`src/hdl/assert_macros.svh`:
```
// Assertion macros for the colorizer RTL
`ifndef ASSERT_MACROS_SVH
`define ASSERT_MACROS_SVH
`ifndef NO_ASSERTIONS
`define LRC_ASSERT(lbl, prop) \
    lbl: assert property (@(posedge clk) disable iff (!rst_n) (prop)) \
        else $error("lrc assertion failed");
`define LRC_ASSERT_ALWAYS(lbl, prop) \
    lbl: assert property (@(posedge clk) (prop)) \
        else $error("lrc assertion failed");
`else
`define LRC_ASSERT(lbl, prop)
`define LRC_ASSERT_ALWAYS(lbl, prop)
`endif
`endif

```
`src/hdl/lrc_pkg.sv`:
```
// Shared constants and types of the level to RGB colorizer
`default_nettype none
package lrc_pkg;
    localparam int FRAC_BITS   = 16;
    localparam int NUM_SEG     = 7;
    localparam int RECIP_BITS  = 22;
    localparam int RECIP_SHIFT = 14;

    typedef logic [FRAC_BITS:0] q16_t;
    typedef logic [2:0]         seg_t;
    typedef logic [2:0]         rgb_bits_t;
    typedef logic [1:0]         reg_idx_t;
    typedef logic [RECIP_BITS-1:0] recip_t;

    localparam reg_idx_t REG_MAX_LEVEL    = 2'd0;
    localparam reg_idx_t REG_IMAGE_WIDTH  = 2'd1;
    localparam reg_idx_t REG_IMAGE_HEIGHT = 2'd2;
    localparam reg_idx_t REG_ADD_BORDER   = 2'd3;

    localparam q16_t ONE_Q16 = 17'h10000;

    localparam q16_t SEG_CUT [0:NUM_SEG] = '{
        17'd0, 17'd10945, 17'd21823, 17'd32768,
        17'd43713, 17'd54591, 17'd65208, 17'd65536
    };

    // floor(2^30 / segment span); quotient is low by at most one
    localparam recip_t SEG_RECIP [0:NUM_SEG-1] = '{
        22'd98103, 22'd98707, 22'd98103, 22'd98103,
        22'd98707, 22'd101134, 22'd3273603
    };

    // {red, green, blue}; last entry repeats white for the top segment
    localparam rgb_bits_t PALETTE [0:NUM_SEG] = '{
        3'b101, 3'b001, 3'b011, 3'b010,
        3'b110, 3'b100, 3'b111, 3'b111
    };

    typedef struct packed {
        logic blk;
        seg_t seg;
    } shade_side_t;
endpackage
`default_nettype wire

```
`src/hdl/lrc_div.sv`:
```
// Pipelined restoring divider, Q1.16 quotient of num/den with num <= den
`default_nettype none
module lrc_div
    import lrc_pkg::*;
#(
    parameter int NW = 16,
    parameter int SW = 1
)
(
    input  wire logic          clk,
    input  wire logic          rst_n,
    input  wire logic          in_valid,
    input  wire logic [NW-1:0] num,
    input  wire logic [NW-1:0] den,
    input  wire logic [SW-1:0] side_in,
    output logic               out_valid,
    output q16_t               quo,
    output logic [SW-1:0]      side_out
);
    localparam int NST = FRAC_BITS + 1;

    logic          valid_reg [NST];
    logic [NW-1:0] rem_reg   [NST];
    logic [NW-1:0] den_reg   [NST];
    q16_t          q_reg     [NST];
    logic [SW-1:0] side_reg  [NST];

    logic          ge0_next;
    logic [NW-1:0] rem0_next;

    assign ge0_next  = num >= den;
    assign rem0_next = ge0_next ? NW'(num - den) : num;

    always_ff @(posedge clk or negedge rst_n)
    begin
        if (!rst_n)
        begin
            valid_reg[0] <= 1'b0;
        end
        else
        begin
            valid_reg[0] <= in_valid;
        end
    end

    always_ff @(posedge clk)
    begin
        rem_reg[0]  <= rem0_next;
        den_reg[0]  <= den;
        q_reg[0]    <= {{FRAC_BITS{1'b0}}, ge0_next};
        side_reg[0] <= side_in;
    end

    for (genvar i = 1; i < NST; i++)
    begin : g_stage
        logic [NW:0]   r2_next;
        logic          ge_next;
        logic [NW-1:0] rem_next;

        assign r2_next  = {rem_reg[i-1], 1'b0};
        assign ge_next  = r2_next >= {1'b0, den_reg[i-1]};
        assign rem_next = ge_next ? NW'(r2_next - {1'b0, den_reg[i-1]}) : r2_next[NW-1:0];

        always_ff @(posedge clk or negedge rst_n)
        begin
            if (!rst_n)
            begin
                valid_reg[i] <= 1'b0;
            end
            else
            begin
                valid_reg[i] <= valid_reg[i-1];
            end
        end

        always_ff @(posedge clk)
        begin
            rem_reg[i]  <= rem_next;
            den_reg[i]  <= den_reg[i-1];
            q_reg[i]    <= {q_reg[i-1][FRAC_BITS-1:0], ge_next};
            side_reg[i] <= side_reg[i-1];
        end
    end

    assign out_valid = valid_reg[NST-1];
    assign quo       = q_reg[NST-1];
    assign side_out  = side_reg[NST-1];
endmodule
`default_nettype wire

```
`config.mk`:
```
export PLATFORM = sky130hd
export DESIGN_NAME = lrc_div
export DESIGN_NICKNAME = d
export VERILOG_FILES = /design/src/hdl/assert_macros.svh /design/src/hdl/lrc_pkg.sv /design/src/hdl/lrc_div.sv
export SDC_FILE = /design/constraint.sdc
export NUM_CORES = 1
export LEC_CHECK = 0
export BUFFER_PORTS_ARGS = -buffer_cell sky130_fd_sc_hd__buf_2
export CORE_MARGIN = 4
export CORE_UTILIZATION = 50
export CTS_CLUSTER_DIAMETER = 30
export DETAILED_ROUTE_END_ITERATION = 6
export GPL_ROUTABILITY_DRIVEN = 1
export MAX_ROUTING_LAYER = met4
export PLACE_DENSITY_LB_ADDON = 0.12
export SLEW_MARGIN = 20
export SYNTH_ARGS = -nofsm -noshare
export SYNTH_HDL_FRONTEND = slang
export SYNTH_SLANG_ARGS = --single-unit
```
`constraint.sdc`:
```
create_clock -name clk -period 3.6 [get_ports clk]
set_clock_uncertainty 0.1 [all_clocks]
set_input_delay 0.36 -clock clk [delete_from_list [all_inputs] [get_ports clk]]
set_output_delay 0.36 -clock clk [all_outputs]
set_load 0.05 [all_outputs]
```
Word level (Yosys, flattened, before mapping)

Memories as Yosys holds them, arrays and structs flattened.
Index checks and enable logic that the tools add are counted.

Output and inout port bits: 19
Memories: 4
Word-level logic and storage cells: 72
Flip-flop bits (word level): 17
Memory bits (writable): 850
Input bits: 36

Memories:

| name     | depth | bits a word | read ports | clocked after memory_dff | wr ports | RTL line      | text |
|---|---|---|---|---|---|---|---|
| q_reg    | 17    | 17          | 17         | 0                        | 17       | lrc_div.sv:25 | `q16_t q_reg [NST];` |
| den_reg  | 17    | 16          | 16         | 0                        | 17       | lrc_div.sv:24 | `logic [NW-1:0] den_reg [NST];` |
| rem_reg  | 17    | 16          | 16         | 0                        | 17       | lrc_div.sv:23 | `logic [NW-1:0] rem_reg [NST];` |
| side_reg | 17    | 1           | 17         | 0                        | 17       | lrc_div.sv:26 | `logic [SW-1:0] side_reg [NST];` |

Multiplexer cells: 17
Add/sub/neg operators: 17
Magnitude comparators: 17

Operator list:

| cell           | count |
|---|---|
| $ge 17x16->1   | 16 |
| $mux 16        | 17 |
| $sub 16x16->16 | 17 |
| $ge 16x16->1   | 1 |

Longest topological paths before layout

An unclocked memory read counts as a cell.

Depth in word-level cells: 3
Depth in mapped cells: 12
Depth with buffers taken out: 11

Worst setup path before layout

OpenSTA, ideal clock, no wires.

Path type: register to register
From: memory den_reg[2][6] (netlist: den_reg[0][38])
To: memory rem_reg[3][7] (netlist: rem_reg[0][55])
Cell stages (with the launch flop): 12
Arrival: 2.713 ns
Period minus slack after synthesis: 2.934 ns
Path slack: 0.666 ns
Library setup time: 0.121 ns
Path buffers: 1
Required time: 3.379 ns
Cells stage by stage: dfxtp_1 -> inv_1 -> ha_1 -> a21o_1 -> a311o_1 -> or3_1 -> o2111a_1 -> o21a_1 -> nor3b_4 -> nor2_2 -> buf_6 -> mux2_4

RTL lines:

| item        | RTL line |
|---|---|
| from (decl) | lrc_div.sv:24 |
| to (decl)   | lrc_div.sv:23 |

==> metrics <==
status=finished, final reports clean; # resized after CTS=0; net count after synthesis=3332; biggest area consumer among synthesized cells=dfxtp_1; Max FO, Critical Path=16; Maximum Capacitance Violations=0; Clock Power Share=0.326; count of cell types in the netlist=75; Most Crowded Layer GR=met2; GR met3 Demand/Resource=0.0438; ranking of synthesized cells by instance count=dfxtp_1, inv_1, ha_1, nor2_1; floorplan die width=252 um; clock slew seen by the registers of the worst setup and hold paths=0.05 ns; Boundary Pins=55; Syn Std Cell Area=29700 sq um; global routing met1 resource utilization=0.250; die outline area=63400 sq um; CTS buffer count=139; synthesized area per cell=9.87 sq um; flop and latch count out of synthesis=699; share of total power in combinational logic=0.382; fraction of the yosys area taken by sequential cells=0.474; leakage power of the design=16.9 nW; class of the tightest hold or removal check=in -> reg; largest net degree at the start of global routing=28; post-route setup TNS=0 ns; area fraction of the dominant cell type after synthesis=0.460; transition at the pin with the smallest max-transition slack=0.990 ns; count of buffering cells on the critical path with inverters included=1; RD Place Congestion=0.921; fraction of power spent switching nets=0.341; number of rows in the core area=89; post-route ant nets=0; Arr. time, crit path=3.82 ns; total half-perimeter wirelength after legalization and detailed placement=47600 um; number of buffers on the longest clock path=3; port buffer count=54; Final Net Count=3529; worst vdd rail ir drop=0.739 mV; minimum clock period=3.37 ns; dominant cell type by count on the critical path=a21oi_1; power spent charging and discharging nets=13.8 mW; detailed router's first-iteration violation count=999; most used flip-flop cell after synthesis=dfxtp_1; share of the core filled with cells in the final layout=0.614; DRC violation count after routing=0; cell family with most CP delay=compound AO/OA/AOI/OAI gates; residual overflow from global routing=0; via total after detailed routing=21200; post-CTS setup buffers=0; antenna violations before repair=1; share of the cycle needed by the critical path after routing=0.935; worst-path cell with the longest stage delay=a211o_1; fraction of final layout cells with drive strength greater than 1=0.141; Max-Slew Margin vs Limit=0.340; height of the chip=252 um; starting density of the core=0.504; power density normalized to cell area=1120 nW/um^2; detailed-route vias per instance=5.20; share of flip-flops with an asynchronous set or reset after synthesis=0.0243; CP max stage delay=0.63 ns; # hold bufs at CTS=36; setup repair after global routing missed its margin=no; Reg power frac=0.292; maximum operating frequency=297 MHz; library cell with the highest instance count after synthesis=dfxtp_1; internal power=26.6 mW; Clock Root Buffer=clkbuf_16; category of the worst setup path capture point=register; core region area=58900 sq um; average wire length per cell after detail routing=15.6 um; area overhead of the layout relative to synthesis=21.7%; number of flops mapped to enable cells by yosys=0; number of global-route vias before repair=21600; first-pass GRT wire length=105000 um; Sinks on Clock Net=699; 1st-pass router iterations=5; final WL=63900 um; critical path start-end classification=reg -> reg; Overall Global Routing Usage=0.208; clock network latency to the later pin of the worst-skew pair=0.70 ns; type of origin of the critical path=register; final-report setup violation count=0; CTS tree=done; Cell Chain, Critical Path=inv_1 -> ha_1 -> a21oi_2 -> a21oi_1 -> o41ai_2 -> a21oi_1 -> a2111oi_2 -> o21ai_1 -> a211o_1 -> mux2_2; CTS H-tree depth=4; synthesis warning total=0; Worst EP required=4.05 ns; final hold violation count=0; number of antenna cells inserted=0; pins over their slew limit=0; number of instances in the synthesized netlist=3009; Area contributors post-synth=dfxtp_1, ha_1, inv_1; M2 GR Usage=0.340
## logic make-up (layout without fill, tap and decap cells)
kind of cell	Yosys count	in the layout	synth area share
compound gates	672	672	0.146
flops	699	699	0.474
mux	120	120	0.0467
xor+xnor	158	158	0.0466
simple gates	668	668	0.107
buf+inv	405	712	0.0543
fa+ha+maj	287	287	0.125
## final timing paths
kind,from,endpoint,slack [ns],cells after the start
hold / removal,in_valid,valid_reg[16]$_DFF_PN0_,0.21,2
max in group asynchronous,rst_n,valid_reg[4]$_DFF_PN0_,2.24,3
setup / recovery,den_reg[0][98]$_DFF_P_,rem_reg[0][114]$_DFF_P_,0.23,10
hold reg to reg,q_reg[0][153]$_DFF_P_,q_reg[0][171]$_DFF_P_,0.21,0
setup reg to reg,den_reg[0][98]$_DFF_P_,rem_reg[0][114]$_DFF_P_,0.23,10
min in group asynchronous,rst_n,valid_reg[3]$_DFF_PN0_,0.70,3
## metrics by stage
stage	cells	hold WS, ns	power (mW)	setup WS [ns]	area (sq um)
3_5_place_dp	3802	0.190	27.1	0.220	30900
3_3_place_gp	3802	0.182	26.8	0.232	30900
5_1_grt	4089	0.186	43.1	0.0354	36100
6_report	4089	0.211	40.3	0.235	36100
4_1_cts	4089	0.147	40.6	0.220	36100
2_1_floorplan	3009	-0.0356	23.7	0.666	29700
## power by group through the flow
| stage | Sequential [mW] | Combinational [mW] | Clock, mW |
|---|---|---|---|
| floorplan | 11.3 | 12.4 | 0 |
| global placement | 11.9 | 14.9 | 0 |
| detailed placement | 11.9 | 15.2 | 0 |
| CTS | 11.8 | 15.4 | 13.4 |
| global route | 12.0 | 17.2 | 13.8 |
| finish | 11.8 | 15.4 | 13.2 |
## area by class of cell
cell class,count,area [sq um]
Inverter,348,1310
Tap cell,773,967
Sequential cell,699,14100
Clock buffer,176,3900
Multi-Input combinational cell,1905,14100
Timing Repair Buffer,113,803
Fill cell,4837,22800
Clock inverter,75,1030
## placed cells by master (no fill, tap or decap), drive strengths merged, types with 13 or more instances in the layout
cell type / instances
bufinv: 18
ha: 271
nand4: 39
dlygate4sd3: 36
or2: 17
nor2: 201
nand3: 28
a211oi: 23
inv: 371
o21bai: 18
nor3: 54
fa: 16
clkbuf: 176
a21boi: 14
o31ai: 41
mux2: 109
a31o: 13
nor2b: 47
nand2b: 29
clkinv: 29
or3: 22
o21ai: 168
xnor2: 87
o31a: 18
a21o: 52
xor2: 71
buf: 77
o21a: 56
a31oi: 19
nand2: 173
a21oi: 174
dfxtp: 682
and3: 16
dfrtp: 17
## metal layers
metal	wire, um	vias to the layer above
met5	0	-
met4	2290	0
li1	-	10800
met1	28800	9914
met2	30300	401
met3	2490	161
Power figures use the tool's default switching activity.
