## src/hdl/assert_macros.svh

```systemverilog
// Assertion macros for the colorizer RTL
`ifndef ASSERT_MACROS_SVH
`define ASSERT_MACROS_SVH
`ifndef NO_ASSERTIONS
`define LRC_ASSERT(lbl, prop) \
    lbl: assert property (@(posedge clk) disable iff (!rst_n) (prop)) \
        else $error("lrc assertion failed");
`define LRC_ASSERT_ALWAYS(lbl, prop) \
    lbl: assert property (@(posedge clk) (prop)) \
        else $error("lrc assertion failed");
`else
`define LRC_ASSERT(lbl, prop)
`define LRC_ASSERT_ALWAYS(lbl, prop)
`endif
`endif

```

## src/hdl/lrc_pkg.sv

```systemverilog
// Shared constants and types of the level to RGB colorizer
`default_nettype none
package lrc_pkg;
    localparam int FRAC_BITS   = 16;
    localparam int NUM_SEG     = 7;
    localparam int RECIP_BITS  = 22;
    localparam int RECIP_SHIFT = 14;

    typedef logic [FRAC_BITS:0] q16_t;
    typedef logic [2:0]         seg_t;
    typedef logic [2:0]         rgb_bits_t;
    typedef logic [1:0]         reg_idx_t;
    typedef logic [RECIP_BITS-1:0] recip_t;

    localparam reg_idx_t REG_MAX_LEVEL    = 2'd0;
    localparam reg_idx_t REG_IMAGE_WIDTH  = 2'd1;
    localparam reg_idx_t REG_IMAGE_HEIGHT = 2'd2;
    localparam reg_idx_t REG_ADD_BORDER   = 2'd3;

    localparam q16_t ONE_Q16 = 17'h10000;

    localparam q16_t SEG_CUT [0:NUM_SEG] = '{
        17'd0, 17'd10945, 17'd21823, 17'd32768,
        17'd43713, 17'd54591, 17'd65208, 17'd65536
    };

    // floor(2^30 / segment span); quotient is low by at most one
    localparam recip_t SEG_RECIP [0:NUM_SEG-1] = '{
        22'd98103, 22'd98707, 22'd98103, 22'd98103,
        22'd98707, 22'd101134, 22'd3273603
    };

    // {red, green, blue}; last entry repeats white for the top segment
    localparam rgb_bits_t PALETTE [0:NUM_SEG] = '{
        3'b101, 3'b001, 3'b011, 3'b010,
        3'b110, 3'b100, 3'b111, 3'b111
    };

    typedef struct packed {
        logic blk;
        seg_t seg;
    } shade_side_t;
endpackage
`default_nettype wire

```

## src/hdl/lrc_shade.sv

```systemverilog
// Colour mix, brightness scaling and byte output stages
`default_nettype none
module lrc_shade
    import lrc_pkg::*;
(
    input  wire logic  clk,
    input  wire logic  rst_n,
    input  wire logic  in_valid,
    input  shade_side_t side,
    input  q16_t       w,
    input  q16_t       adj,
    output logic       done,
    output logic [7:0] red_byte,
    output logic [7:0] green_byte,
    output logic [7:0] blue_byte
);
    logic             valid_reg;
    logic             blk_reg;
    logic [33:0]      prod_reg [3];
    logic [7:0]       byte_next [3];
    logic             done_reg;
    logic [7:0]       byte_reg [3];
    rgb_bits_t        own;
    rgb_bits_t        nxt;
    q16_t             mix [3];

    assign own = PALETTE[side.seg];
    assign nxt = PALETTE[side.seg + 3'd1];

    always_comb
    begin
        for (int k = 0; k < 3; k++)
        begin
            case ({own[2-k], nxt[2-k]})
                2'b11:   mix[k] = ONE_Q16;
                2'b10:   mix[k] = w;
                2'b01:   mix[k] = ONE_Q16 - w;
                default: mix[k] = '0;
            endcase
        end
    end

    always_comb
    begin
        for (int k = 0; k < 3; k++)
        begin
            byte_next[k] = blk_reg ? 8'd0
                         : 8'(({prod_reg[k], 8'd0} - {8'd0, prod_reg[k]}) >> 32);
        end
    end

    always_ff @(posedge clk or negedge rst_n)
    begin
        if (!rst_n)
        begin
            valid_reg <= 1'b0;
            done_reg  <= 1'b0;
        end
        else
        begin
            valid_reg <= in_valid;
            done_reg  <= valid_reg;
        end
    end

    always_ff @(posedge clk)
    begin
        blk_reg <= side.blk;
        for (int k = 0; k < 3; k++)
        begin
            prod_reg[k] <= adj * mix[k];
            byte_reg[k] <= byte_next[k];
        end
    end

    assign done       = done_reg;
    assign red_byte   = byte_reg[0];
    assign green_byte = byte_reg[1];
    assign blue_byte  = byte_reg[2];
endmodule
`default_nettype wire
```

## config.mk

```make
export PLATFORM = sky130hd
export DESIGN_NAME = lrc_shade
export DESIGN_NICKNAME = d
export VERILOG_FILES = /design/src/hdl/assert_macros.svh /design/src/hdl/lrc_pkg.sv /design/src/hdl/lrc_shade.sv
export SDC_FILE = /design/constraint.sdc
export NUM_CORES = 2
export LEC_CHECK = 0
export ABC_CLOCK_PERIOD_IN_PS = 6210
export BUFFER_PORTS_ARGS = -buffer_cell sky130_fd_sc_hd__buf_2
export CORE_MARGIN = 5
export CORE_UTILIZATION = 32
export CTS_CLUSTER_SIZE = 28
export DETAILED_ROUTE_END_ITERATION = 7
export PLACE_DENSITY_LB_ADDON = 0.15
export SLEW_MARGIN = 20
export SYNTH_ARGS = -nofsm -noshare
export SYNTH_HDL_FRONTEND = slang
export SYNTH_SLANG_ARGS = --single-unit
```

## constraint.sdc

```tcl
create_clock -name clk -period 6.21 [get_ports clk]
set_clock_uncertainty 0.2 [all_clocks]
set_input_delay 0 -clock clk [delete_from_list [all_inputs] [get_ports clk]]
set_output_delay 0 -clock clk [all_outputs]
set_load 0.05 [all_outputs]
```

# After elaboration in Yosys (flattened, before gate mapping)
# Memories as Yosys holds them, arrays and structs flattened.
# Cells that the tools add are included.
[word_totals]
mem_bits_ro = 48
inputBits = 41
reg_bits = 3
mem_bits_rw = 126
memories = 4
[op_classes]
n_mul = 3
n_lt_le_gt_ge = 2
n_mux = 10
n_eq_ne = 9
bitwise_logic = 2
addsub = 5
[mem_list]
columns = ["name", "words", "word_bits", "rd", "rd_clocked_by_memory_dff", "wr", "line", "text"]
rows = [
  ["prod_reg", 3, 34, 3, 0, 3, "lrc_shade.sv:19", "logic [33:0] prod_reg [3];"],
  ["(no name shown)", 8, 3, 1, 0, 0, "lrc_shade.sv:28", "assign nxt = PALETTE[side.seg + 3'd1];"],
  ["(no name shown)", 8, 3, 1, 0, 0, "lrc_shade.sv:27", "assign own = PALETTE[side.seg];"],
  ["byte_reg", 3, 8, 3, 0, 3, "lrc_shade.sv:22", "logic [7:0] byte_reg [3];"],
]
[op_table]
columns = ["operator", "count"]
rows = [
  ["17-bit one-hot mux with 3 select lines", 3],
  ["40-bit by 34-bit subtractor with 40-bit output", 3],
  ["17-bit by 17-bit multiplier with 34-bit output", 3],
  ["8-bit 2-to-1 mux", 3],
  ["17-bit subtractor (first input constant)", 1],
  ["2-bit == test (second input constant)", 6],
  ["3-bit 2-to-1 mux", 4],
  ["4-bit >= comparator (second input constant)", 2],
  ["3-bit NOT with 4-bit output", 2],
  ["2-bit by 1-bit == test with 1-bit output (second input constant)", 3],
  ["3-bit by 1-bit adder with 3-bit output (second input constant)", 1],
]

# Longest topological paths before layout
[depth]
word_depth = 8
mapped_depth = 35

# Worst setup path after synthesis
# OpenSTA, ideal clock, no wires.
[synth_path]
path_kind = "input -> register"
startpoint = "in side[0] (netlist bit)"
endpoint = "mem prod_reg[1][33] (netlist: prod_reg[0][67])"
arrival_time_ns = 7.226
path_buffers = 3
cell_stages = 32
slack_ns = -1.336
cell_sequence = "ha_1 -> inv_1 -> ha_1 -> nand2_1 -> o21ai_0 -> nand2_1 -> nand2_1 -> clkbuf_1 -> clkbuf_1 -> o21ai_0 -> nand2_1 -> o31ai_1 -> clkbuf_1 -> nand2_1 -> fa_1 -> inv_1 -> fa_1 -> inv_1 -> fa_1 -> fa_1 -> fa_1 -> inv_1 -> fa_1 -> ha_1 -> nand2_1 -> o31ai_1 -> o22ai_1 -> a311oi_1 -> a21oi_1 -> or4_1 -> a21oi_1 -> xnor2_1"
[synth_rtl]
columns = ["element", "line", "text"]
rows = [
  ["from (decl)", "lrc_shade.sv:9", "input shade_side_t side,"],
  ["to (decl)", "lrc_shade.sv:19", ""],
]

==> summary by stage <==
Status
The flow ran to the end, but the final reports show violations. The checks that failed: setup timing.

STA
Once routing completed, OpenROAD measured the worst setup slack at -690 ps. Of the available clock period, the critical path in the final layout requires 111%. The final-report max-slew violation count was 0.

The number of endpoints failing setup at the final stage is 43. Setup repair after global routing could not meet its margin everywhere. After layout, the minimum clock period comes to ~6900 ps. The hold violation count in the final report came to 0. The slew at the pin closest to its max-slew limit is 924 ps. In this run the tightest slew margin relative to its limit is a little under two fifths. Timing would allow up to 145 MHz.

Power and ir drop
The proportion of power drawn by the clock network is 4.4%. The sum of internal, switching and leakage power is ~0.025 W. The switching power total is 0.0118 W. The share of power burned in registers is 6.7%. Across the VDD grid, the largest voltage drop is 0.000494 V.

The leakage power figure is 23.1 nW. The internal power summed over all cells is about 0.013 W. Net switching is 47.6% of the power. For this design the ratio of total power to cell area is 545 nW/um2. In this run, the combinational gates consume 88.9% of the power.

Clock network
The number of CTS-inserted buffers is 17. The count of clock tree sinks is ~130. Counting along the longest clock path gives a buffer depth of 2.

The tree is rooted in a clkbuf_16. The total number of H-tree levels is 4. TritonCTS built the clock tree. The clock reaches the later pin of the worst-skew pair after around 500 ps. After clock tree synthesis, the clock-pin slew on the worst setup and hold paths is 60 ps.

Route
The DRC violation count after routing is 0. The count of nets left with antenna violations after detail routing is 0. In the final routed layout, each cell accounts on average for 15.9 um. Summed over all layers, the routed wires come to 100,000 um. The average via count per standard cell is around 4.6. The number of detailed-routing iterations run before antenna repair is 6.

The detailed-route via count is 28,967. The initial detailed-routing violation count is 1,051.

Logic synthesis
The mean instance size in the synthesized netlist is ~8.4 um2. The cell count after synthesis is between 4,000 and 5,000. The number of distinct library cells after synthesis is between 70 and 80. The most used flip-flop cell after synthesis is dfxtp_1.

By area the synthesized netlist is led by fa_1, ha_1, inv_1. The synthesized netlist occupies a cell area of 36,000 um2. fa_1 takes more of the synthesized area than any other cell. Ranked by instance count, the synthesized netlist is headed by inv_1, fa_1, nand2_1, ha_1, and2_1. The count of flip-flops with a built-in enable after synthesis is 0. The proportion of register bits with asynchronous set or reset after synthesis is 1.55%. The sequential element share of the synthesized area is 7.21%. In this run, synthesis produced a sequential element count of 129. The cell with the most instances after synthesis is inv_1. When the netlist entered floorplanning its net count stood at roughly 5,400. The top cell type by area accounts for around 37% of the synthesized area. Yosys printed 0 warnings.

Worst setup path
The worst reg-to-reg path cell count is 11. STA classifies the critical path endpoint as a flop. In this run the worst path has a maximum fanout of 5.

The worst path required time is about 6400 ps. STA classifies the critical path startpoint as an input port. The worst setup path is of the in2reg kind. For the worst setup path, the data arrival time is 7080 ps.

Global routing
The total routing resource utilization after global routing is between 10% and 20%. The first-pass GRT wire length is around 170,000 um. The initial antenna violation count is 11. The pin count of the biggest net entering global routing is 42.

The number of global-route vias before repair is between 30,000 and 40,000. After global routing the overflow that remains totals 0.

Worst hold path
Along the worst hold path, the cell count comes to 4. The path type of the worst min-delay path is in2reg.

Final layout
The filler cells instantiated in the layout total around 12,000. The final standard cell utilization of the core is 40.6%. The register with the most flip-flops in the layout has 102 of them. Of the cells placed in the final design, the portion with a size suffix greater than 1 is 21.6%.

Compared with the post-synthesis result, the final layout area differs by 26.5%. The finished cells cover roughly 46,000 um2. Across the whole layout, storage elements account for 2590 um2. In the final layout, the multi-input gates occupy between 30,000 and 40,000 um2. The net total in the final layout is 5,921.

Floorplanning
The initial standard-cell utilization of the core is 32.1%. The core region is roughly 110,000 um2. The floorplan step set the die width to 345 um. The y dimension of the die is roughly 350 um. For this design the top-level I/O count stands at 66.

The die area is roughly 120,000 um2. Row generation in the floorplan step produced ~120 rows.

Place
In this run the cell area measured after placement is 42,600 um2. The number of port buffers is 65. The HPWL after detailed placement is 85,000 um. The pre-CTS worst setup slack is -1230 ps. At the end of routability-driven placement, the weighted congestion stood at around 0.83.

Run
The count of max-cap constraint violations is 0.
per-layer routing:
layer  track usage, %  vias to the layer above  wire length, um
li1                 -                    14120                -
met1             23.4                    14366            46500
met4             4.13                        6             1940
met2             28.9                      386            47200
met3             3.35                       89             4740
met5                0                        -               35
what timing repair did:
action / in CTS / in global routing
gates cloned: 4 / 1
endpoints found under the hold margin: 6 / 0
pin swaps: 79 / 81
resized for setup: 113 / 235
endpoints found under the setup margin: 51 / 60
hold buffers: 7 / 0
buffers inserted: 28 / 52
power by group through the flow:
stage / clock (W) / combinational (W) / sequential [W]
3_3_place_gp: 0 / 0.0200 / 0.00169
4_1_cts: 0.00115 / 0.0210 / 0.00168
6_report: 0.00110 / 0.0220 / 0.00166
2_1_floorplan: 0 / 0.0130 / 0.00175
5_1_grt: 0.00118 / 0.0249 / 0.00171
3_5_place_dp: 0 / 0.0199 / 0.00169
cells in the final DEF (no fill, tap or decap), types with 29 or more instances in the layout:
master / synthesis / layout
inv_1: 979 / 951
fa_1: 672 / 656
nand2_1: 614 / 585
buf_4: 1 / 534
ha_1: 411 / 372
and2_1: 304 / 293
dfxtp_1: 127 / 126
a21o_1: 100 / 100
a21oi_1: 122 / 92
nor2_1: 79 / 72
nor2b_1: 71 / 68
o21ai_0: 113 / 63
xnor2_1: 65 / 62
buf_2: 3 / 58
buf_6: 3 / 58
buf_12: 0 / 35
ha_4: 0 / 33
nor3_1: 39 / 32
nand2b_1: 33 / 30
nand3_1: 32 / 29
logic make-up after synthesis:
kind of cell             after synthesis  share of synthesized area (%)
XOR/XNOR                              86                           2.09
AO/OA/AOI/OAI                        512                           9.19
flip-flops                           129                           7.21
multiplexers                           5                          0.150
adder cells (fa/ha/maj)             1083                           51.7
AND/OR/NAND/NOR                     1284                           17.5
buffers and inverters               1162                           12.2
final timing paths:
check	from	to	slack, ps
max	w[7]	prod_reg[0][67]$_DFF_P_	-690
min	adj[1]	prod_reg[0][69]$_DFF_P_	70
min reg2reg	valid_reg$_DFF_PN0_	done$_DFF_PN0_	150
max in group asynchronous	rst_n	valid_reg$_DFF_PN0_	5540
max reg2reg	prod_reg[0][43]$_DFF_P_	byte_reg[0][11]$_SDFF_PP0_	2580
min in group asynchronous	rst_n	done$_DFF_PN0_	150
stage by stage:
stage               instances  hold WS [ps]  TNS, ps
floorplan                4261          -496   -23330
global route             6310          72.6   -25720
global placement         6191          -415   -53040
detailed placement       6191          -413   -54340
CTS                      6260          20.2   -15490
finish                   6317          66.2   -15670
critical path, stage by stage:
cell	delay [ps]
buf_6	90
or3_4	430
or4_4	440
or3_4	380
or3_4	360
o32ai_2	250
a21o_2	240
nand2_2	80
fa_1	460
fa_1	490
inv_1	50
fa_1	480
inv_1	50
fa_1	520
fa_1	440
fa_1	500
inv_2	50
ha_4	280
o21ai_2	60
a21o_1	180
a311oi_2	190
buf_4	190
a21oi_4	70
or4_4	570
a21oi_2	150
xnor2_1	80
layout make-up:
class | count | share of cell area [%]
flip-flops and latches | 129 | 5.70
well taps | 1500 | 4.12
multi-input cells | 2970 | 67.7
clock buffers | 19 | 0.951
repair buffers | 700 | 12.9
clock inverters | 13 | 0.388
inverters | 979 | 8.14
diodes | 7 | 0.0385
No activity file was read; power rests on OpenSTA's default activity.
