==> src/hdl/assert_macros.svh <==
// Assertion macros for the colorizer RTL
`ifndef ASSERT_MACROS_SVH
`define ASSERT_MACROS_SVH
`ifndef NO_ASSERTIONS
`define LRC_ASSERT(lbl, prop) \
    lbl: assert property (@(posedge clk) disable iff (!rst_n) (prop)) \
        else $error("lrc assertion failed");
`define LRC_ASSERT_ALWAYS(lbl, prop) \
    lbl: assert property (@(posedge clk) (prop)) \
        else $error("lrc assertion failed");
`else
`define LRC_ASSERT(lbl, prop)
`define LRC_ASSERT_ALWAYS(lbl, prop)
`endif
`endif

==> src/hdl/lrc_pkg.sv <==
// Shared constants and types of the level to RGB colorizer
`default_nettype none
package lrc_pkg;
    localparam int FRAC_BITS   = 16;
    localparam int NUM_SEG     = 7;
    localparam int RECIP_BITS  = 22;
    localparam int RECIP_SHIFT = 14;

    typedef logic [FRAC_BITS:0] q16_t;
    typedef logic [2:0]         seg_t;
    typedef logic [2:0]         rgb_bits_t;
    typedef logic [1:0]         reg_idx_t;
    typedef logic [RECIP_BITS-1:0] recip_t;

    localparam reg_idx_t REG_MAX_LEVEL    = 2'd0;
    localparam reg_idx_t REG_IMAGE_WIDTH  = 2'd1;
    localparam reg_idx_t REG_IMAGE_HEIGHT = 2'd2;
    localparam reg_idx_t REG_ADD_BORDER   = 2'd3;

    localparam q16_t ONE_Q16 = 17'h10000;

    localparam q16_t SEG_CUT [0:NUM_SEG] = '{
        17'd0, 17'd10945, 17'd21823, 17'd32768,
        17'd43713, 17'd54591, 17'd65208, 17'd65536
    };

    // floor(2^30 / segment span); quotient is low by at most one
    localparam recip_t SEG_RECIP [0:NUM_SEG-1] = '{
        22'd98103, 22'd98707, 22'd98103, 22'd98103,
        22'd98707, 22'd101134, 22'd3273603
    };

    // {red, green, blue}; last entry repeats white for the top segment
    localparam rgb_bits_t PALETTE [0:NUM_SEG] = '{
        3'b101, 3'b001, 3'b011, 3'b010,
        3'b110, 3'b100, 3'b111, 3'b111
    };

    typedef struct packed {
        logic blk;
        seg_t seg;
    } shade_side_t;
endpackage
`default_nettype wire

==> src/hdl/lrc_sqrt.sv <==
// Pipelined digit-by-digit square root of n * 2^16
`default_nettype none
module lrc_sqrt
    import lrc_pkg::*;
(
    input  wire logic clk,
    input  wire logic rst_n,
    input  wire logic in_valid,
    input  q16_t      n,
    output logic      out_valid,
    output q16_t      root
);
    localparam int NST = FRAC_BITS + 1;
    localparam int VW  = 2 * NST;
    localparam int RW  = NST + 3;

    logic          valid_reg [NST];
    logic [VW-1:0] v_reg     [NST];
    logic [RW-1:0] rem_reg   [NST];
    q16_t          root_reg  [NST];

    logic [VW-1:0] v_in;
    assign v_in = {1'b0, n, {FRAC_BITS{1'b0}}};

    for (genvar j = 0; j < NST; j++)
    begin : g_stage
        logic [VW-1:0] v_src;
        logic [RW-1:0] rem_src;
        q16_t          root_src;
        logic          valid_src;
        logic [RW-1:0] rem_next;
        logic [RW-1:0] trial_next;
        logic          ge_next;

        if (j == 0)
        begin : g_first
            assign v_src     = v_in;
            assign rem_src   = '0;
            assign root_src  = '0;
            assign valid_src = in_valid;
        end
        else
        begin : g_rest
            assign v_src     = v_reg[j-1];
            assign rem_src   = rem_reg[j-1];
            assign root_src  = root_reg[j-1];
            assign valid_src = valid_reg[j-1];
        end

        assign rem_next   = {rem_src[RW-3:0], v_src[VW-1-2*j -: 2]};
        assign trial_next = RW'({root_src, 2'b01});
        assign ge_next    = rem_next >= trial_next;

        always_ff @(posedge clk or negedge rst_n)
        begin
            if (!rst_n)
            begin
                valid_reg[j] <= 1'b0;
            end
            else
            begin
                valid_reg[j] <= valid_src;
            end
        end

        always_ff @(posedge clk)
        begin
            v_reg[j]    <= v_src;
            rem_reg[j]  <= ge_next ? RW'(rem_next - trial_next) : rem_next;
            root_reg[j] <= {root_src[FRAC_BITS-1:0], ge_next};
        end
    end

    assign out_valid = valid_reg[NST-1];
    assign root      = root_reg[NST-1];
endmodule
`default_nettype wire

==> config.mk <==
export PLATFORM = sky130hd
export DESIGN_NAME = lrc_sqrt
export DESIGN_NICKNAME = d
export VERILOG_FILES = /design/src/hdl/assert_macros.svh /design/src/hdl/lrc_pkg.sv /design/src/hdl/lrc_sqrt.sv
export SDC_FILE = /design/constraint.sdc
export NUM_CORES = 1
export LEC_CHECK = 0
export BUFFER_PORTS_ARGS = -buffer_cell sky130_fd_sc_hd__buf_4
export CAP_MARGIN = 10
export CELL_PAD_IN_SITES_DETAIL_PLACEMENT = 0
export CELL_PAD_IN_SITES_GLOBAL_PLACEMENT = 1
export CORE_MARGIN = 10
export CORE_UTILIZATION = 50
export CTS_CLUSTER_SIZE = 24
export DETAILED_ROUTE_END_ITERATION = 10
export GPL_ROUTABILITY_DRIVEN = 0
export PLACE_DENSITY = 0.85
export SLEW_MARGIN = 0
export SYNTH_ARGS = -nofsm -noshare
export SYNTH_HDL_FRONTEND = slang
export SYNTH_SLANG_ARGS = --single-unit
==> constraint.sdc <==
create_clock -name clk -period 3.57 [get_ports clk]
set_clock_uncertainty 0.15 [all_clocks]
set_input_delay 0.5355 -clock clk [delete_from_list [all_inputs] [get_ports clk]]
set_output_delay 0.5355 -clock clk [all_outputs]
set_load 0.005 [all_outputs]
# Yosys cells after proc, flatten, opt, wreduce, memory -nomap -nowiden
# Memories as Yosys holds them, arrays and structs flattened.
# Cells that the tools add are included.
# op_classes
mux	17
n_lt_le_gt_ge	17
addsub	17
# ops
cell	n
20-bit 2-to-1 mux	17
20-bit by 19-bit greater-or-equal comparator with 1-bit output	16
20-bit by 19-bit subtractor with 20-bit output	16
1-bit by 1-bit subtractor with 2-bit output (second input constant)	1
1-bit greater-or-equal comparator (second input constant)	1
# totals
mem_bits_rw	1207
mem_count	3
out_inout_bits	18
wordCells	71
input_bits	20
register_bits	17
# mem_list
name	words	word_bits	read_ports	rd_ports_with_merged_regs	write_ports	line_no	rtl
v_reg	17	34	16	0	17	lrc_sqrt.sv:18	logic [VW-1:0] v_reg [NST];
rem_reg	17	20	16	0	17	lrc_sqrt.sv:19	logic [RW-1:0] rem_reg [NST];
root_reg	17	17	17	0	17	lrc_sqrt.sv:20	q16_t root_reg [NST];

# Depth between registers and ports, before layout
# Gate-level depths: netlist (run 1).
# An unclocked memory read counts as a cell.
# logic_depth
word_depth	3
ltp_mapped	12
mapped_depth_nobuf	10

# Least setup slack after synthesis (run 1)
# No wires, ideal clock.
# synth_timing
path_kind	reg-to-reg
start	memory rem_reg[0][260] in the netlist's numbering
end	memory rem_reg[0][288] in the netlist's numbering
arrival_ns	2.577
setup_time_ns	0.129
n_path_buf	1
path_stages_with_launch	10
period_less_slack_ns	2.856
path_slack_ns	0.714
cell_sequence	dfxtp_1 -> ha_1 -> fa_1 -> a211oi_1 -> nor2_1 -> o31ai_1 -> a21oi_1 -> a311oi_4 -> clkbuf_1 -> o21ai_0
# synth_rtl
element	line_no
start: declaration	lrc_sqrt.sv:19

==> run_results.csv, run 1 <==
group,metric,value,unit
drt,drt-vias-per-instance,5.10,
timing,period_share,0.913,
placed_design,port_buffers,37,
power_and_ir_drop,p_sw_frac,0.279,
power_and_ir_drop,switchingPower,4.48,mW
layout,diodes,0,
layout,nFillCells,3520,
logic_synthesis,syn_inst,2021,
logic_synthesis,synth_edf_count,0,
global_route,grt_usage,0.148,
clocking,hold_buffers,19,
layout,drive_gt1_frac,0.0980,
clocking,cts_setup_buffers,0,
logic_synthesis,ys_ff_latch,499,
critical_path,arrival,3.59,ns
timing,max_freq,307,MHz
global_route,grt_pass1_wl,62900,um
placed_design,pre_cts_ws,0.342,ns
clocking,clk_pin_slew,0.06,ns
critical_path,cpPeakStageDelay,0.43,ns
timing,setup_violations,0,
layout,stdcell_area,23100,um2
logic_synthesis,synth_top_area_frac,0.478,
floorplanning,initial_core_util,0.507,
critical_path,worstPathCellList,"ha_1, fa_1, a211oi_1, nor2_1, o31ai_1, a21oi_1, a311oi_4, buf_4, mux2_2",
floorplanning,die_x,221,um
floorplanning,num_io_pins,38,
floorplanning,rows,73,
timing,max_slew_margin,0.478,
timing,setup_tns,0,ns
layout,largest_reg_flops,257,
timing,rsz0062_at_grt,"no",
layout,nets,2294,
worst_hold_path,min_path_type,"register to register",
layout,multiInputGateArea,9320,um2
drt,drtIter0Drc,617,
power_and_ir_drop,seq_power_share,0.459,
flow_run,maxCapViolations,0,
drt,drt-wirelength-per-cell,13.8,um
power_and_ir_drop,p_clk_frac,0.341,
floorplanning,core_area,39800,um2
clocking,htreeDepth,2,
logic_synthesis,synth_area,20200,um2
floorplanning,design.die.area,48800,um2
logic_synthesis,synth_ff_type,"dfxtp_1",
global_route,gr-total-overflow,0,
global_route,grt_pass1_vias,13600,
critical_path,path_max_fanout,27,
layout,utilization,0.579,
logic_synthesis,netlist.top_cell.by_area,"dfxtp_1",
power_and_ir_drop,total_power,16.0,mW
critical_path,crit_type,"register to register",
logic_synthesis,synth_cell_types,75,
logic_synthesis,synth_top_cells_by_count,"dfxtp_1, inv_1, ha_1, nor2_1, nand2_1",
drt,num_vias,13600,
logic_synthesis,syn_avg_cell_area,10.0,um2
logic_synthesis,synthArstFlopShare,0.0341,
drt,wl,37000,um
logic_synthesis,synth_seq_area_share,0.499,
timing,finalMaxSlewViolations,0,
drt,drt_pass1_iterations,5,
critical_path,start_kind,"register",
logic_synthesis,yosys-top-cells-area,"dfxtp_1, ha_1, xnor2_1",
timing,hold_viol,0,
power_and_ir_drop,power_frac_comb,0.200,
power_and_ir_drop,p_leak,10.9,nW
power_and_ir_drop,p_per_area,696,nW/um2
clocking,cts_resized,0,
critical_path,cp_data_required_time,3.90,ns
logic_synthesis,synth_most_common_cell,"dfxtp_1",
logic_synthesis,ys_warn_count,0,
placed_design,hpwlAfterDp,27900,um
floorplanning,die_h,221,um
drt,ant_nets,0,
run_status,status,"complete, no violations",
layout,seqCellArea,10100,um2
logic_synthesis,synth_nets,2203,
timing,tightest_slew,0.783,ns
global_route,grt_max_degree,28,
timing,finalCriticalPeriod,3.26,ns
critical_path,endpoint_kind,"register",
clocking,numCtsBuffers,51,
timing,worst_slack,0.309,ns
clocking,cts_sinks,499,
global_route,antenna_found_initial,0,
power_and_ir_drop,p_int,11.6,mW
placed_design,place_area,21100,um2
layout,area_growth,14.2,%
drt,drc,0,
critical_path,crit_path_top_delay_cell,"fa_1",
power_and_ir_drop,vdd_drop_max,0.538,mV
clocking,insertion_delay,0.59,ns
clocking,cts_root_buffer,"clkbuf_16",
clocking,clk_path_buf_depth,3,
clocking,cts_tree,"yes",
cell type report:
class,count,share of cell area
Inverter,182,0.0296
Timing Repair Buffer,65,0.0238
Sequential cell,499,0.437
Clock buffer,72,0.0645
Tap cell,525,0.0285
Clock inverter,22,0.0128
Multi-Input combinational cell,1313,0.404
path summary, 6_finish.rpt:
check	cells past startpoint	from	slack, ns	endpoint
worst max-delay path	9	rem_reg[0][260]	0.31	rem_reg[0][282]
worst min-delay path	0	v_reg[0][120]	0.17	v_reg[0][154]
worst max register to register	9	rem_reg[0][260]	0.31	rem_reg[0][282]
worst min register to register	0	v_reg[0][120]	0.17	v_reg[0][154]
max in group asynchronous	2	rst_n	2.87	g_stage[8].valid_src
min in group asynchronous	2	rst_n	0.22	out_valid
logic make-up after synthesis:
kind of cell | Yosys count | share of synthesized area
other | 1 | 0.000186
flip-flops | 499 | 0.499
multiplexers | 53 | 0.0297
AND/OR/NAND/NOR | 521 | 0.127
AO/OA/AOI/OAI | 402 | 0.125
XOR/XNOR | 174 | 0.0758
adder cells (fa/ha/maj) | 162 | 0.103
buffers and inverters | 209 | 0.0401
critical path: cells and delay by family, from the launching register on:
kind	cells	cell delay (ns)
flops	1	0.36
mux	1	0.37
compound gates	4	1.17
simple gates	1	0.11
fa+ha+maj	2	0.68
buf+inv	1	0.30
layer usage:
| layer | global-route usage | part of all wire | vias to the layer above |
|---|---|---|---|
| li1 | - | - | 7122 |
| met1 | 0.178 | 0.46 | 6245 |
| met2 | 0.256 | 0.48 | 188 |
| met3 | 0.0295 | 0.034 | 90 |
| met4 | 0.0570 | 0.032 | 0 |
| met5 | 0 | 0 | - |
layout by cell type, fill, tap and decap left out, drive strengths merged, types with 49 or more instances in the layout:
| master | netlist | layout |
|---|---|---|
| inv | 182 | 183 |
| nor2 | 138 | 138 |
| a21oi | 120 | 120 |
| dfxtp | 482 | 482 |
| ha | 155 | 155 |
| clkbuf | 16 | 72 |
| xor2 | 79 | 79 |
| o21ai | 109 | 109 |
| mux2 | 49 | 49 |
| xnor2 | 95 | 95 |
| nand2 | 135 | 135 |
power groups by stage:
stage	registers [mW]	clock network (mW)	logic (mW)
2_1_floorplan	7.24	0	2.59
4_1_cts	7.38	5.63	3.24
3_5_place_dp	7.49	0	3.19
3_3_place_gp	7.49	0	3.10
5_1_grt	7.49	5.84	3.63
6_report	7.36	5.47	3.21
per-stage QoR:
step	std cells	hold WS [ns]
finish	2678	0.172
global route	2678	0.179
CTS	2678	0.175
detailed placement	2565	0.162
global placement	2565	0.161
floorplan	2021	0.0899
Note: power is estimated with default switching activity, not from simulation.
==> inputs of run 2 (changes only) <==
Clock period 3.57 ns to 3.1 ns, I/O delays scaled along.
==> run 2 against run 1 <==
- via count grew 0.16%
- cell area up 0.89%
- highest routed layer unchanged
- wire length grew 0.37%
- clock power up 21%
- largest power group unchanged
- combinational power is 17% higher
- register-to-register slack worse by 0.18 ns
- critical path depth did not move
==> run_results.csv, run 2 (synthesized netlist as in run 1, its figures left out) <==
group,metric,value,unit
drt,drt_pass1_iterations,5,
timing,finalMaxSlewViolations,0,
clocking,insertion_delay,0.57,ns
timing,max_freq,337,MHz
power_and_ir_drop,p_per_area,810,nW/um2
timing,setup_tns,0,ns
drt,met3_length,1230,um
drt,drc,0,
timing,rsz0062_at_grt,"no",
floorplanning,initial_core_util,0.507,
placed_design,pre_cts_ws,0.0985,ns
critical_path,cp_data_required_time,3.41,ns
global_route,grt_pass1_wl,63000,um
drt,drt-vias-per-instance,5.08,
timing,max_slew_margin,0.575,
drt,drtIter0Drc,588,
critical_path,critPathTopFamily,"compound AO/OA/AOI/OAI gates",
global_route,gr-total-overflow,0,
global_route,grt_max_degree,28,
critical_path,start_kind,"register",
floorplanning,die_x,221,um
critical_path,path_max_fanout,25,
layout,nFillCells,3448,
drt,wl_met2,18200,um
critical_path,r2r-start,"rem_reg[0][220]",
drt,wl,37100,um
worst_hold_path,min_path_type,"primary input to async pin",
floorplanning,design.die.area,48800,um2
layout,fin_cells,2689,
floorplanning,die_h,221,um
drt,drt-wirelength-per-cell,13.8,um
placed_design,port_buffers,37,
clocking,cts_sinks,499,
layout,final_common_cell,"dfxtp_1",
clocking,htreeDepth,2,
critical_path,arrival,3.28,ns
global_route,grt_usage,0.149,
power_and_ir_drop,p_leak,11.0,nW
critical_path,cp-startpoint,"rem_reg[0][220]",
critical_path,cpPeakStageDelay,0.46,ns
flow_run,maxCapViolations,0,
floorplanning,rows,73,
timing,finalCriticalPeriod,2.97,ns
drt,ant_nets,0,
drt,num_vias,13700,
critical_path,cpMostUsedCell,"a21o_1",
timing,setup_violations,0,
power_and_ir_drop,vdd_drop_max,0.613,mV
clocking,cts_tree,"yes",
drt,top_layer,"met4",
timing,worst_slack,0.133,ns
layout,area_growth,15.2,%
critical_path,worstPathCellList,"ha_1, fa_1, a211oi_2, o21bai_1, a21o_1, a21o_1, a211o_1, buf_12, mux2_2",
drt,wl_met1,16800,um
clocking,cts_root_buffer,"clkbuf_16",
timing,period_share,0.957,
run_status,status,"complete, no violations",
layout,diodes,0,
clocking,clk_path_buf_depth,3,
floorplanning,num_io_pins,38,
timing,hold_viol,0,
layout,final_cell_mix,"dfxtp_1, inv_1, ha_1",
global_route,grt_pass1_vias,13600,
layout,drive_gt1_frac,0.103,
critical_path,crit_type,"register to register",
clocking,clk_pin_slew,0.06,ns
layout,largest_reg_flops,257,
placed_design,hpwlAfterDp,27900,um
critical_path,crit_path_top_delay_cell,"fa_1",
clocking,cts_setup_buffers,0,
floorplanning,core_area,39800,um2
layout,utilization,0.584,
layout,nets,2305,
placed_design,dp_cells,2577,
timing,tightest_slew,0.633,ns
global_route,antenna_found_initial,1,
clocking,numCtsBuffers,50,
critical_path,cp_num_buf_inv,1,
critical_path,endpoint_kind,"register",
power_and_ir_drop,total_power,18.8,mW
-- run 2: layout make-up --
| class | count | area, um2 | area share |
|---|---|---|---|
| sequential | 499 | 10100 | 0.433 |
| timing repair buffer | 77 | 663 | 0.0285 |
| multi-input combinational | 1313 | 9330 | 0.401 |
| clock buffer | 68 | 1450 | 0.0624 |
| tap | 525 | 657 | 0.0282 |
| clock inverter | 25 | 402 | 0.0173 |
| inverter | 182 | 683 | 0.0294 |
-- run 2: per-stage QoR --
step | cell area, um2 | hold slack (ns)
after floorplan | 20200 | 0.0194
after global placement | 21200 | 0.161
after detailed placement | 21200 | 0.163
after CTS | 23200 | 0.114
after global routing | 23300 | 0.148
final | 23300 | 0.151
-- run 2: power breakdown --
group	total (mW)	internal, mW	switching, mW
Clock	6.62	4.19	2.43
Combinational	3.74	1.88	1.86
Sequential	8.48	7.63	0.847
Total	18.8	13.7	5.14
-- run 2: path summary, 6_finish.rpt --
check,to,slack (ns),depth (start not counted)
max,rem_reg[0][242],0.13,9
min reg2reg,v_reg[0][221],0.18,0
max in group asynchronous,g_stage[6].valid_src,2.47,2
min in group clk,v_reg[0][221],0.18,0
max reg2reg,rem_reg[0][242],0.13,9
min,g_stage[2].valid_src,0.15,2
-- run 2: repair_timing --
item	in CTS	in global routing
resized for setup	0	4
hold buffers	19	0
hold endpoints to repair	35	0
endpoints found under the setup margin	0	17
-- run 2: routing by layer --
metal  vias up  track usage
met1      6307        0.178
li1       7120            -
met4         0       0.0539
met3        60       0.0253
met5         -            0
met2       180        0.263
==> inputs of run 3 (changes only) <==
Settings changed: REMOVE_ABC_BUFFERS set to 1.
==> run 3 against run 2 <==
- cell area down 0.67%
- clock-buffer cell count grew 2
- via count fell by 0.23%
- register-to-register slack worse by 0.02 ns
- combinational power up 1%
- first-iteration DRC count rose by 34%
- non-clock buffer count up 5
- critical endpoint is now rem_reg[0][243]
- critical path type unchanged
- setup slack got worse by 0.024 ns
- largest cell class unchanged
==> run_results.csv, run 3 (synthesized netlist as in run 1, its figures left out) <==
group,metric,value,unit
clocking,cts_root_buffer,"clkbuf_16",
clocking,htreeDepth,2,
flow_run,maxCapViolations,0,
drt,ant_nets,0,
layout,largest_reg_flops,257,
timing,max_freq,334,MHz
global_route,grt_pass1_wl,63800,um
critical_path,cpMostUsedCell,"a21o_1",
critical_path,r2r_setup_slack,0.11,ns
critical_path,worstPathCellList,"ha_1, fa_1, a211oi_2, o21bai_1, a21o_1, a21o_1, a211o_4, buf_12, mux2_2",
power_and_ir_drop,p_clk_frac,0.331,
power_and_ir_drop,power_frac_comb,0.206,
placed_design,pre_cts_ws,0.0562,ns
power_and_ir_drop,p_leak,10.9,nW
clocking,insertion_delay,0.59,ns
floorplanning,die_x,221,um
critical_path,cpPeakStageDelay,0.45,ns
drt,drt_pass1_iterations,7,
floorplanning,die_h,221,um
global_route,grt_max_degree,21,
power_and_ir_drop,vdd_drop_max,0.469,mV
layout,nFillCells,3433,
critical_path,cp_data_required_time,3.43,ns
global_route,grt_usage,0.151,
clocking,numCtsBuffers,51,
floorplanning,num_io_pins,38,
layout,diodes,0,
drt,drt-vias-per-instance,5.07,
timing,max_slew_margin,0.585,
clocking,clk_path_buf_depth,3,
critical_path,path_max_fanout,20,
drt,wl,37500,um
power_and_ir_drop,seq_power_share,0.463,
power_and_ir_drop,p_int,13.2,mW
global_route,gr-total-overflow,0,
placed_design,hpwlAfterDp,28300,um
critical_path,crit_path_top_delay_cell,"fa_1",
global_route,antenna_found_initial,0,
critical_path,crit_type,"register to register",
timing,hold_slack,0.138,ns
clocking,cts_tree,"yes",
timing,rsz0062_at_grt,"no",
timing,hold_viol,0,
layout,final_cell_mix,"dfxtp_1, inv_1, ha_1",
global_route,grt_pass1_vias,13700,
floorplanning,core_area,39800,um2
drt,num_vias,13600,
floorplanning,design.die.area,48800,um2
timing,period_share,0.965,
power_and_ir_drop,p_per_area,794,nW/um2
critical_path,start_kind,"register",
worst_hold_path,min_path_type,"primary input to async pin",
critical_path,arrival,3.32,ns
floorplanning,rows,73,
timing,finalMaxSlewViolations,0,
drt,drtIter0Drc,785,
placed_design,port_buffers,37,
layout,area_growth,14.4,%
critical_path,endpoint_kind,"register",
layout,seqCellArea,10100,um2
timing,setup_violations,0,
timing,worst_slack,0.109,ns
layout,drive_gt1_frac,0.104,
drt,drt-wirelength-per-cell,14.0,um
clocking,cts_sinks,499,
layout,multiInputGateArea,9340,um2
power_and_ir_drop,switchingPower,5.14,mW
power_and_ir_drop,p_sw_frac,0.280,
run_status,status,"complete, no violations",
floorplanning,initial_core_util,0.507,
timing,tightest_slew,0.618,ns
clocking,clk_pin_slew,0.06,ns
drt,drc,0,
layout,nets,2311,
timing,finalCriticalPeriod,2.99,ns
layout,final_common_cell,"dfxtp_1",
## run 3: cell types whose count changed in the layout (fill, tap and decap cells not counted), moves of 2 or more
| cell | previous run | this run |
|---|---|---|
| buf_4 | 55 | 62 |
| bufinv_16 | 11 | 5 |
| clkinv_1 | 3 | 0 |
| buf_12 | 3 | 1 |
| clkbuf_8 | 7 | 9 |
## run 3: critical path, delay by kind of cell, from the launching register on
kind | cells | cell delay, ns
AO/OA/AOI/OAI | 5 | 1.22
buffers and inverters | 1 | 0.16
adder cells (fa/ha/maj) | 2 | 0.71
multiplexers | 1 | 0.27
flip-flops | 1 | 0.36
## run 3: what timing repair did
| action | in CTS | in global routing |
|---|---|---|
| endpoints found under the setup margin | 0 | 41 |
| gates resized for setup | 0 | 7 |
| endpoints found under the hold margin | 35 | 0 |
| hold buffers | 19 | 0 |
| setup buffers | 0 | 1 |
## run 3: cell type report
| class | instances | share of cell area |
|---|---|---|
| Clock buffer | 70 | 0.0631 |
| Clock inverter | 17 | 0.00958 |
| Multi-Input combinational cell | 1313 | 0.404 |
| Inverter | 182 | 0.0296 |
| Tap cell | 525 | 0.0284 |
| Timing Repair Buffer | 82 | 0.0292 |
| Sequential cell | 499 | 0.436 |
## run 3: path summary, 6_finish.rpt
path,startpoint,end,cells after the start
hold / removal,rst_n,out_valid,2
min in group clk,v_reg[0][152],v_reg[0][186],0
setup reg to reg,rem_reg[0][220],rem_reg[0][243],9
max in group asynchronous,rst_n,g_stage[2].valid_src,2
setup / recovery,rem_reg[0][220],rem_reg[0][243],9
hold reg to reg,v_reg[0][152],v_reg[0][186],0
## run 3: power by group through the flow
| stage | clock, mW | combinational (mW) | sequential, mW |
|---|---|---|---|
| 3_5_place_dp | 0 | 3.73 | 8.62 |
| 3_3_place_gp | 0 | 3.62 | 8.62 |
| 4_1_cts | 6.26 | 3.78 | 8.49 |
| 5_1_grt | 6.51 | 4.27 | 8.64 |
| 2_1_floorplan | 0 | 2.97 | 8.33 |
| 6_report | 6.08 | 3.78 | 8.49 |
## run 3: routing by layer
layer | routed length [um] | up-vias | track usage
met4 | 953 | 0 | 0.0548
met3 | 1350 | 69 | 0.0260
met2 | 18000 | 194 | 0.263
met1 | 17200 | 6234 | 0.183
li1 | - | 7139 | -
met5 | 0 | - | 0
## run 3: per-stage QoR
stage / area (um2) / TNS [ns] / util / power [mW] / cells
CTS: 23100 / 0 / 0.580 / 18.5 / 2687
global placement: 21200 / 0 / 0.533 / 12.2 / 2581
floorplan: 20100 / -2.69 / - / 11.3 / 1994
detailed placement: 21200 / 0 / 0.533 / 12.4 / 2581
global route: 23100 / 0 / 0.580 / 19.4 / 2688
finish: 23100 / 0 / 0.580 / 18.3 / 2688
